[src/sse_pkg.sv]
`timescale 1ns / 1ps
`default_nettype none

package sse_pkg;

    // Element width, used by the word formats below
    localparam int DATA_W = 32;

    // Input word: one element of a set
    typedef struct packed {
        logic signed [DATA_W-1:0] value;
        logic                     is_last;
    } sse_in_t;

    // Result word: one sorted element
    typedef struct packed {
        logic signed [DATA_W-1:0] sorted_value;
        logic                     last_out;
        logic                     overflowed;
    } sse_out_t;

    // Sequencer states
    typedef enum logic [1:0] {
        ST_LOAD,
        ST_SCAN,
        ST_DRAIN,
        ST_EMIT
    } sse_state_t;

    // Commands from the controller to the datapath
    typedef struct packed {
        logic load;
        logic issue_rd;
        logic emit;
    } sse_cmd_t;

    // Status from the datapath to the controller
    typedef struct packed {
        logic scan_at_end;
        logic pass_last;
        logic out_free;
    } sse_status_t;

endpackage

`default_nettype wire

[src/sse_ctrl.sv]
`timescale 1ns / 1ps
`default_nettype none

module sse_ctrl (
    input  wire logic                aclk,
    input  wire logic                aresetn,
    input  wire logic                s_valid,
    input  wire logic                s_is_last,
    output logic                     s_ready,
    input  wire sse_pkg::sse_status_t status,
    output sse_pkg::sse_cmd_t        cmd
);

    sse_pkg::sse_state_t state_reg;
    sse_pkg::sse_state_t state_next;

    // State register
    always_ff @(posedge aclk) begin
        if (!aresetn) begin
            state_reg <= sse_pkg::ST_LOAD;
        end else begin
            state_reg <= state_next;
        end
    end

    // Next state and commands
    always_comb begin
        state_next   = state_reg;
        cmd          = '0;
        s_ready      = 1'b0;
        case (state_reg)
            sse_pkg::ST_LOAD: begin
                s_ready  = 1'b1;
                cmd.load = s_valid;
                if (s_valid && s_is_last) begin
                    state_next = sse_pkg::ST_SCAN;
                end
            end
            sse_pkg::ST_SCAN: begin
                // issue one buffer read per cycle up to the last held entry
                cmd.issue_rd = 1'b1;
                if (status.scan_at_end) begin
                    state_next = sse_pkg::ST_DRAIN;
                end
            end
            sse_pkg::ST_DRAIN: begin
                // last read data is compared in this cycle
                state_next = sse_pkg::ST_EMIT;
            end
            sse_pkg::ST_EMIT: begin
                if (status.out_free) begin
                    cmd.emit = 1'b1;
                    if (status.pass_last) begin
                        state_next = sse_pkg::ST_LOAD;
                    end else begin
                        state_next = sse_pkg::ST_SCAN;
                    end
                end
            end
            default: begin
                state_next = sse_pkg::ST_LOAD;
            end
        endcase
    end

endmodule

`default_nettype wire

[src/sse_datapath.sv]
`timescale 1ns / 1ps
`default_nettype none

module sse_datapath #(
    parameter int DEPTH = 32
) (
    input  wire logic                 aclk,
    input  wire logic                 aresetn,
    input  wire sse_pkg::sse_in_t     s_data,
    input  wire sse_pkg::sse_cmd_t    cmd,
    output sse_pkg::sse_status_t      status,
    output logic                      m_valid,
    input  wire logic                 m_ready,
    output sse_pkg::sse_out_t         m_data
);

    localparam int IDX_W = $clog2(DEPTH);
    localparam int CNT_W = $clog2(DEPTH + 1);

    // Element buffer
    logic [sse_pkg::DATA_W-1:0] mem [DEPTH];

    logic [CNT_W-1:0] count_reg, count_next;
    logic             ovf_reg, ovf_next;
    logic [IDX_W-1:0] pass_reg, pass_next;
    logic [IDX_W-1:0] scan_reg, scan_next;
    logic [IDX_W-1:0] last_idx;

    logic                              rd_vld_reg;
    logic [IDX_W-1:0]                  rd_tag_reg;
    logic signed [sse_pkg::DATA_W-1:0] rd_data_reg;

    logic signed [sse_pkg::DATA_W-1:0] min_val_reg;
    logic [IDX_W-1:0]                  min_idx_reg;
    logic [sse_pkg::DATA_W-1:0]        first_val_reg;

    logic                 m_valid_reg, m_valid_next;
    sse_pkg::sse_out_t    m_word_reg;

    logic                       wr_en;
    logic [IDX_W-1:0]           wr_addr;
    logic [sse_pkg::DATA_W-1:0] wr_data;
    logic                       room;

    assign room     = (count_reg < CNT_W'(DEPTH));
    assign last_idx = IDX_W'(count_reg - CNT_W'(1));

    assign status.scan_at_end = (scan_reg == last_idx);
    assign status.pass_last   = (pass_reg == last_idx);
    assign status.out_free    = !m_valid_reg || m_ready;

    // Select the buffer write: incoming element or the displaced entry of a pass
    always_comb begin
        wr_en   = 1'b0;
        wr_addr = count_reg[IDX_W-1:0];
        wr_data = s_data.value;
        if (cmd.load && room) begin
            wr_en = 1'b1;
        end else if (cmd.emit) begin
            wr_en   = 1'b1;
            wr_addr = min_idx_reg;
            wr_data = first_val_reg;
        end
    end

    // Buffer write and registered read
    always_ff @(posedge aclk) begin
        if (wr_en) begin
            mem[wr_addr] <= wr_data;
        end
        rd_data_reg <= mem[scan_reg];
        rd_tag_reg  <= scan_reg;
    end

    // Fill count, overflow flag and pass counters
    always_comb begin
        count_next = count_reg;
        ovf_next   = ovf_reg;
        pass_next  = pass_reg;
        scan_next  = scan_reg;
        if (cmd.load) begin
            if (room) begin
                count_next = count_reg + CNT_W'(1);
            end else begin
                ovf_next = 1'b1;
            end
        end
        if (cmd.issue_rd && !status.scan_at_end) begin
            scan_next = scan_reg + IDX_W'(1);
        end
        if (cmd.emit) begin
            if (status.pass_last) begin
                count_next = '0;
                ovf_next   = 1'b0;
                pass_next  = '0;
                scan_next  = '0;
            end else begin
                pass_next = pass_reg + IDX_W'(1);
                scan_next = pass_reg + IDX_W'(1);
            end
        end
    end

    // Output valid: set on emit, drop when taken
    always_comb begin
        m_valid_next = m_valid_reg;
        if (cmd.emit) begin
            m_valid_next = 1'b1;
        end else if (m_ready) begin
            m_valid_next = 1'b0;
        end
    end

    // Control registers
    always_ff @(posedge aclk) begin
        if (!aresetn) begin
            count_reg   <= '0;
            ovf_reg     <= 1'b0;
            pass_reg    <= '0;
            scan_reg    <= '0;
            rd_vld_reg  <= 1'b0;
            m_valid_reg <= 1'b0;
        end else begin
            count_reg   <= count_next;
            ovf_reg     <= ovf_next;
            pass_reg    <= pass_next;
            scan_reg    <= scan_next;
            rd_vld_reg  <= cmd.issue_rd;
            m_valid_reg <= m_valid_next;
        end
    end

    // Track the first smallest entry of the current pass
    always_ff @(posedge aclk) begin
        if (rd_vld_reg) begin
            if (rd_tag_reg == pass_reg) begin
                min_val_reg   <= rd_data_reg;
                min_idx_reg   <= rd_tag_reg;
                first_val_reg <= rd_data_reg;
            end else if (min_val_reg > rd_data_reg) begin
                min_val_reg <= rd_data_reg;
                min_idx_reg <= rd_tag_reg;
            end
        end
    end

    // Load the result word
    always_ff @(posedge aclk) begin
        if (cmd.emit) begin
            m_word_reg.sorted_value <= min_val_reg;
            m_word_reg.last_out     <= status.pass_last;
            m_word_reg.overflowed   <= ovf_reg;
        end
    end

    assign m_valid = m_valid_reg;
    assign m_data  = m_word_reg;

    // Never overwrite a result word that is still waiting
    a_emit_free: assert property (@(posedge aclk) disable iff (!aresetn)
        cmd.emit |-> (!m_valid_reg || m_ready))
        else $error("result word overwritten");

    // Fill count stays within the buffer
    a_count_range: assert property (@(posedge aclk) disable iff (!aresetn)
        count_reg <= CNT_W'(DEPTH))
        else $error("fill count beyond depth");

    // Final pass empties the buffer for the next set
    a_set_done: assert property (@(posedge aclk) disable iff (!aresetn)
        (cmd.emit && status.pass_last) |=> (count_reg == '0 && !ovf_reg))
        else $error("buffer not emptied after set");

    // Scan never reads past the held entries nor behind the pass start
    a_scan_range: assert property (@(posedge aclk) disable iff (!aresetn)
        cmd.issue_rd |-> (scan_reg <= last_idx && scan_reg >= pass_reg))
        else $error("scan address out of range");

endmodule

`default_nettype wire

[src/selection_sort_engine_core.sv]
// Load: one input word per cycle while in the load state; a word beyond DEPTH entries
// is dropped, and no input is taken while a set is sorted. Sort of n held entries:
// pass i scans entries i to n-1, one buffer read per cycle, then emits one result word.
// Output stalls hold back the emit of a result word and so delay the next pass.
// Reset (aresetn low, synchronous) clears the sequencer, fill count, overflow flag
// and output valid; buffer contents are not cleared.
`timescale 1ns / 1ps
`default_nettype none

module selection_sort_engine_core #(
    parameter int DEPTH = 32
) (
    input  wire logic              aclk,
    input  wire logic              aresetn,
    input  wire logic              s_valid,
    output logic                   s_ready,
    input  wire sse_pkg::sse_in_t  s_data,
    output logic                   m_valid,
    input  wire logic              m_ready,
    output sse_pkg::sse_out_t      m_data
);

    sse_pkg::sse_cmd_t    cmd;
    sse_pkg::sse_status_t status;

    sse_ctrl u_ctrl (
        .aclk      (aclk),
        .aresetn   (aresetn),
        .s_valid   (s_valid),
        .s_is_last (s_data.is_last),
        .s_ready   (s_ready),
        .status    (status),
        .cmd       (cmd)
    );

    sse_datapath #(
        .DEPTH (DEPTH)
    ) u_datapath (
        .aclk    (aclk),
        .aresetn (aresetn),
        .s_data  (s_data),
        .cmd     (cmd),
        .status  (status),
        .m_valid (m_valid),
        .m_ready (m_ready),
        .m_data  (m_data)
    );

endmodule

`default_nettype wire

[config.mk]
export PLATFORM = sky130hd
export DESIGN_NAME = selection_sort_engine_core
export DESIGN_NICKNAME = d
export VERILOG_FILES = /design/src/sse_pkg.sv /design/src/sse_ctrl.sv /design/src/sse_datapath.sv /design/src/selection_sort_engine_core.sv
export SDC_FILE = /design/constraint.sdc
export NUM_CORES = 1
export LEC_CHECK = 0
export BUFFER_PORTS_ARGS = -buffer_cell sky130_fd_sc_hd__buf_2
export CORE_MARGIN = 2
export CORE_UTILIZATION = 45
export CTS_BUF_LIST = sky130_fd_sc_hd__clkbuf_4
export CTS_CLUSTER_DIAMETER = 40
export DETAILED_ROUTE_END_ITERATION = 12
export HOLD_SLACK_MARGIN = 0.06
export SYNTH_ARGS = -nofsm -noshare
export SYNTH_HDL_FRONTEND = slang
export SYNTH_SLANG_ARGS = --single-unit
[constraint.sdc]
create_clock -name aclk -period 7.7 [get_ports aclk]
set_input_delay 1.155 -clock aclk [delete_from_list [all_inputs] [get_ports aclk]]
set_output_delay 1.155 -clock aclk [all_outputs]
set_load 0.02 [all_outputs]
After elaboration in Yosys (flattened, before gate mapping)
Memory sizes are Yosys's and may differ from the RTL's. A register that Yosys moved wholly into a read port is not among the register bits.
Index checks and enable logic that the tools add are counted.
Storage, ports and cells
  register bits after elaboration: 129
  latch bits: 0
  bits in writable memories: 1024
  bits in read-only memories: 0
  input port bits: 37
  output and inout bits: 36
  memories kept: 1
Operators by class
  add/subtract/negate cells: 4
  multiply operators: 0
  div/mod/pow operators: 0
  $lt $le $gt $ge: 2
  equality and inequality tests: 9
  shift-type cells: 0
  mux-type cells: 35
  bitwise gates (word level): 0
  reductions and logical operators: 13
Memory list
  u_datapath.mem: words 32, width 32, rd ports 1, clocked after memory_dff 1, write ports 1, line sse_datapath.sv:21  | logic [sse_pkg::DATA_W-1:0] mem [DEPTH];
Operator list (number)
  2-to-1 mux 32 bit: 4
  2-to-1 mux 5 bit: 7
  greater-than comparator 32 bit: 1
  2-to-1 mux 6 bit: 4
  2-to-1 mux 1 bit: 16
  equality test 5 bit: 3
  adder 5 x 1 -> 5 bit (second input constant): 2
  case mux 2 bit (4 select lines): 1
  adder 6 x 1 -> 6 bit (second input constant): 1
  < comparator 6 bit (second input constant): 1
  2-to-1 mux 2 bit: 3
  nonzero test 2 bit: 3
  subtractor 5 x 1 -> 5 bit (second input constant): 1
  equality test 2 bit (second input constant): 2
  != test 2 x 1 -> 1 bit (second input constant): 2
  AND reduction 2 bit: 2
  logical AND 1 bit: 3
  AND reduction 3 bit: 1
  equality test 2 x 1 -> 1 bit (second input constant): 1
  zero test 1 bit: 2
  zero test 2 bit: 1
  != test 2 bit (second input constant): 1
  logical OR 1 bit: 1

Logic depth before layout (Yosys ltp)
  depth after elaboration: 8
  mapped depth: 9
  gate-level depth less buffers: 8

Cells and area by module
A second synthesis with hierarchy kept.
Unflattened totals
  cell total of the unflattened synthesis: 1970
  area total of the unflattened synthesis: 45404.8 um^2
By module, submodules not included
  sse_datapath: times used 1, cells each 1948, area each 45195.8 um^2, seq. area each 34963.5 um^2
  sse_ctrl: times used 1, cells each 22, area each 209.0 um^2, seq. area each 40.0 um^2

Least setup slack after synthesis
OpenSTA, ideal clock, no wires.
  path type: input to register
  start: in s_valid
  end: mem u_datapath.mem[9][0] (netlist bit), enable pin
  setup time: 461 ps
  arrival time: 4493 ps
  slack: 2746 ps
  stages: 5
  path buffers: 1
  cells stage by stage: nand2_1 > o221ai_1 > mux2_2 > clkbuf_1 > nor3_1
On the way
  cells in the longest elaborated chain, start to end: 5
  elaborated cells between the ends (all ways): 6
  those cells by class: 5 x mux; 1 x reduce/logical
RTL lines
  start, declared: line selection_sort_engine_core.sv:15  | input wire logic s_valid,
  2-to-1 mux 1 bit (*): line sse_ctrl.sv:31  | case (state_reg)
  logical AND 1 bit (*): line sse_datapath.sv:57  | if (cmd.load && room) begin
  2-to-1 mux 1 bit: line sse_datapath.sv:57
  2-to-1 mux 1 bit: line sse_datapath.sv:68  | if (wr_en) begin
  2-to-1 mux 1 bit (not written as such): line sse_datapath.sv:69  | mem[wr_addr] <= wr_data;
  end, declared: line sse_datapath.sv:21
Every way passes the cells marked *; elsewhere a longest branch is shown, timed or not.

Worst setup path in the final report
  start: reg u_ctrl.state_reg[0]
  end: mem u_datapath.mem[14][24] (netlist bit), enable pin
On the way
  cells in the longest elaborated chain, start to end: 6
  elaborated cells between the ends (all ways): 11
  those cells by class: 1 x eq/ne; 8 x mux; 2 x reduce/logical
RTL lines
  start, declared: line sse_ctrl.sv:14  | sse_pkg::sse_state_t state_reg;
  start signal, assigned: line sse_ctrl.sv:20  | state_reg <= sse_pkg::ST_LOAD;
  start signal, assigned: line sse_ctrl.sv:22  | state_reg <= state_next;
  equality test 2 bit / zero test 2 bit (equally long branches): line sse_ctrl.sv:31
  2-to-1 mux 1 bit: line sse_ctrl.sv:31
  2-to-1 mux 1 bit / logical AND 1 bit (equally long branches): line sse_datapath.sv:59, sse_datapath.sv:57
  2-to-1 mux 1 bit: line sse_datapath.sv:57
  2-to-1 mux 1 bit: line sse_datapath.sv:68
  2-to-1 mux 1 bit (not written as such): line sse_datapath.sv:69
Several ways; a longest one is shown, not always the timed one.

==> run summary <==
The class of the most critical setup path was flop to flop. Before antenna repair, the detailed router went through 5 iterations. u_datapath.mem holds more flip-flops than any other register. The met3 layer usage reported by global route came out at 5.118%.

Most frequently used flop master after synthesis: edfxtp_1. Setup violations remaining at the end of the flow were counted as 0. 73 I/O pins were placed. Slew at the pin closest to its max-slew limit: 1.190 ns. The height of the die came out at 321.5 um. Synthesis produced a netlist with a net count of 2,031. Count of standard-cell rows: 116. In the final routed layout, each cell accounts on average for 27.45 um.

In the global route stage, overall resource usage came out at 20.83%. The number of flip-flops in the largest register works out to 1,024. Entering global routing, the biggest net connects 148 pins.

Once detailed placement completed, the half-perimeter wirelength came to 59,260 um. The internal portion of total power is 12.11 mW. The kind of launch point of the worst setup path was a flop.

For met2 alone, demand over resource in global routing was 32.87%. The cell sitting at the root of the clock tree is a clkbuf_4. Biggest area consumer among synthesized cells: edfxtp_1. The share of the synthesized area in the top cell type works out to 74.60%.

The static power due to leakage was 16.57 nW. The count of distinct cell types in the synthesized netlist is 56, and the signed area change from the synthesized netlist to the final layout is 13.41%. Once detail routing completed, the nets flagged for antenna violations numbered 0. The gate count of the mapped netlist came out at 1,955. The weighted congestion reported at the end of routability-driven placement was 0.7571; the total cell area at the placement stage was 47,560 um2.

Summed over all layers, the global routing overflow is 0. The die covers 103,400 um2. Derived from the worst setup path, the maximum achievable clock frequency is 256.5 MHz. Synthesis inferred 1,185 register bits.

For the max-slew violation total from the final report, the log shows 0. The routed design could run at a clock period as short as 3.899 ns. The global routing stage identified its most utilized layer as met2. In this run, post-CTS repair resized a total of 0 instances. The deepest clock path buffer count was 4; the routed via count divided by cell count was 5.671. Once the clock tree was built, the setup fixing pass inserted 0 buffers. Clock latency on the worst-skew pair, taken at its later pin, is 1.16 ns. In this run, the number of DRC markers left after iteration 0 of detailed routing was 2,114. The path class of the tightest hold or removal check is input port to flop.

The flow ran to the end, and the final reports show no timing, DRC or antenna violations. The final cell utilization of the core came out at 51.45%. The endpoint of the worst-slack reg-to-reg timing path is u_datapath.mem[14][24]$_DFFE_PP_.

In the final timing run, aggregate negative setup slack is 0 ns. STA classifies the critical path endpoint as a flop. The logs give 7,877 for the count of filler cells inserted in the layout and 8.36 ns for the data required time of the critical path.

Yosys mapped a number of flops with a built-in enable equal to 1,127. Global routing used 29.00% of the available met1 tracks. The length in cells of the worst reg-to-reg path was 9; the number of clock sinks was 1,185. The worst-case IR drop observed on VDD is 205.6 uV. The part of the power in registers was 47.6%.

The arrival time at the worst endpoint was 4.56 ns. For this configuration, the core starts out at a cell density of 45.37%. Measured against its own limit, the worst slew margin works out to 20.47%. In this run the worst setup path terminates at u_datapath.mem[14][24]$_DFFE_PP_.

Counting flops with an async set or reset pin after synthesis yields a share of 0%. The startpoint identified for the worst hold timing path is s_valid. Of the cells placed in the final design, the portion with a size suffix greater than 1 is 41.78%. The number of nets in the layout is 2,388.

The final routed wirelength across all metal layers was 105,100 um; the number of warnings issued by yosys was 0. The tools report the design area as 51,450 um2. For this design the ratio of total power to cell area is 323.5 nW/um2. Dividing the final minimum period by the clock period gives 50.63%.

Clock skew on the completed layout was measured at 0.1283 ns. The start point of the critical path is u_ctrl.state_reg[0]$_SDFFE_PN0P_. A synthesized cell averages 23.21 um2. The run gives 3,290 as the number of placed instances, taps included.

The run gives 0 as the post-detailed-route DRC marker count. The final-report hold violation count was 0; the power dissipated by switching net loads was 4.536 mW. The non-filler instance count after layout came out at 3,829.

After clock tree synthesis, the clock-pin slew on the worst setup and hold paths is 0.06 ns. In this run, the clock network consumes 31.9% of the power. The switching portion of total power is 27.26%.

The initial antenna violation count is 4, and the number of CTS-inserted buffers is 318. The maximum fanout encountered on the critical timing path is 42. Summing every instance area after synthesis gives 45,370 um2.

In this run the number of H-tree levels came out at 5. The number of hold buffers added after CTS came out at 0. The logs give 77.16% for the share of synthesized area occupied by flip-flops and latches and 21,710 for the overall via count from detail_route. The die is 321.5 um wide. The first global-routing pass estimated 153,500 um of wire.

Across the run, the number of max-cap violations was 0. The number of buffers inserted by port buffering was 72. Source of the worst register-to-register timing path: u_ctrl.state_reg[0]$_SDFFE_PN0P_.

The share of total power dissipated in combinational logic is 20.6%. Yosys attributes the largest share of cell area to edfxtp_1 (75%), mux4_2 (16%), dfxtp_1 (2.6%). TritonCTS built the clock tree. The run gives 0.3970 ns as the final worst hold slack.

Setup repair after global routing left no endpoint under its margin. Floorplan core area: 100,000 um2. The setup check on the worst reg-to-reg path leaves a slack of 3.80 ns.

The number of global-route vias before repair is 22,780.
## power by group through the flow
stage | clock network [mW] | registers [mW] | logic [mW]
global placement | 0 | 8.04 | 3.46
floorplan | 0 | 7.84 | 2.55
finish | 5.30 | 7.92 | 3.42
global route | 5.82 | 7.96 | 3.67
CTS | 5.47 | 7.93 | 3.50
detailed placement | 0 | 8.06 | 3.49
## critical path, cell delays in order (launching register included)
cell and delay (ns):
dfxtp_1 0.34, inv_1 0.11, ha_1 0.29, nand2_1 0.18, o221ai_4 0.16, buf_4 0.53, mux2i_2 0.29, buf_4 0.30
nand2b_1 0.29, nor2_4 0.97
## Yosys cell counts, types with 2 or more instances
master	count
edfxtp_1	1127
mux4_2	320
mux2_2	65
dfxtp_1	58
inv_1	43
clkbuf_1	40
ha_1	39
nor3_1	36
nand2_1	27
a21oi_1	21
buf_4	19
nor2_1	18
buf_1	15
buf_2	13
xor2_1	13
xnor2_1	11
a31oi_1	9
nand3_1	8
o21a_1	8
nand4_1	7
o21ai_0	6
nor2b_1	5
buf_6	4
a22oi_1	3
and2_1	2
and3_1	2
mux2i_1	2
nand2b_1	2
nor3b_1	2
o211ai_1	2
o41a_1	2
xnor3_1	2
## area by class of cell
| type | instances | area, um2 | share of cell area [%] |
|---|---|---|---|
| antenna | 1 | 2.502 | 0.004864 |
| clock buffer | 476 | 3573 | 6.945 |
| clock inverter | 62 | 319.1 | 0.6201 |
| inverter | 44 | 167.7 | 0.3259 |
| multi-input combinational | 635 | 9931 | 19.30 |
| sequential | 1185 | 35020 | 68.06 |
| tap | 1298 | 1624 | 3.156 |
| timing repair buffer | 128 | 818.3 | 1.590 |
## cells in the final DEF (no fill, tap or decap), types with 4 or more instances in the layout
cell,netlist,final
inv_1,43,42
clkbuf_4,0,476
ha_1,39,39
o21a_1,8,8
nor2b_1,5,5
nand3_1,8,8
clkinv_2,0,9
mux4_2,320,320
clkinv_1,1,40
nor2_1,18,14
o21ai_0,6,6
xor2_1,13,13
nor3_1,36,8
inv_2,0,7
dfxtp_1,58,54
nor3_2,0,28
a31oi_1,9,9
nand2_1,27,27
mux2_2,65,65
a21oi_1,21,21
buf_2,13,72
nor2_4,0,4
nand4_1,7,7
buf_4,19,53
xnor2_1,11,11
edfxtp_1,1127,1127
## kinds of logic after synthesis
| kind of cell | share of synthesized area, % |
|---|---|
| AOI/OAI and AO/OA | 0.9653 |
| DFF | 77.16 |
| and+or+nand+nor | 1.318 |
| adders and majority gates | 1.076 |
| xor gates and xnor gates | 0.5626 |
| muxes | 17.54 |
| buffers and inverters | 1.376 |
## stage by stage
stage          setup WS, ns  power (mW)
2_1_floorplan         2.746       10.39
3_3_place_gp          3.315       11.50
3_5_place_dp          3.237       11.55
4_1_cts               3.690       16.90
5_1_grt               3.549       17.46
6_report              3.801       16.64
## metal layers
metal	vias to the layer above	routed length, um
met1	11550	44570
met3	109	7659
li1	9202	-
met4	0	1508
met5	-	0
met2	851	51370
## how the worst min path moves through the flow
stage,slack [ns],endpoint,cells after the start
floorplan,0.33,u_datapath.rd_tag_reg[4]$_DFF_P_,0
global placement,0.42,u_datapath.m_data[0]$_DFFE_PP_,0
detailed placement,0.42,u_datapath.rd_tag_reg[3]$_DFF_P_,0
CTS,0.26,u_datapath.ovf_reg$_SDFF_PN0_,3
global route,0.32,u_datapath.ovf_reg$_SDFF_PN0_,3
finish,0.40,u_datapath.ovf_reg$_SDFF_PN0_,3
No activity file was read; power rests on OpenSTA's default activity.
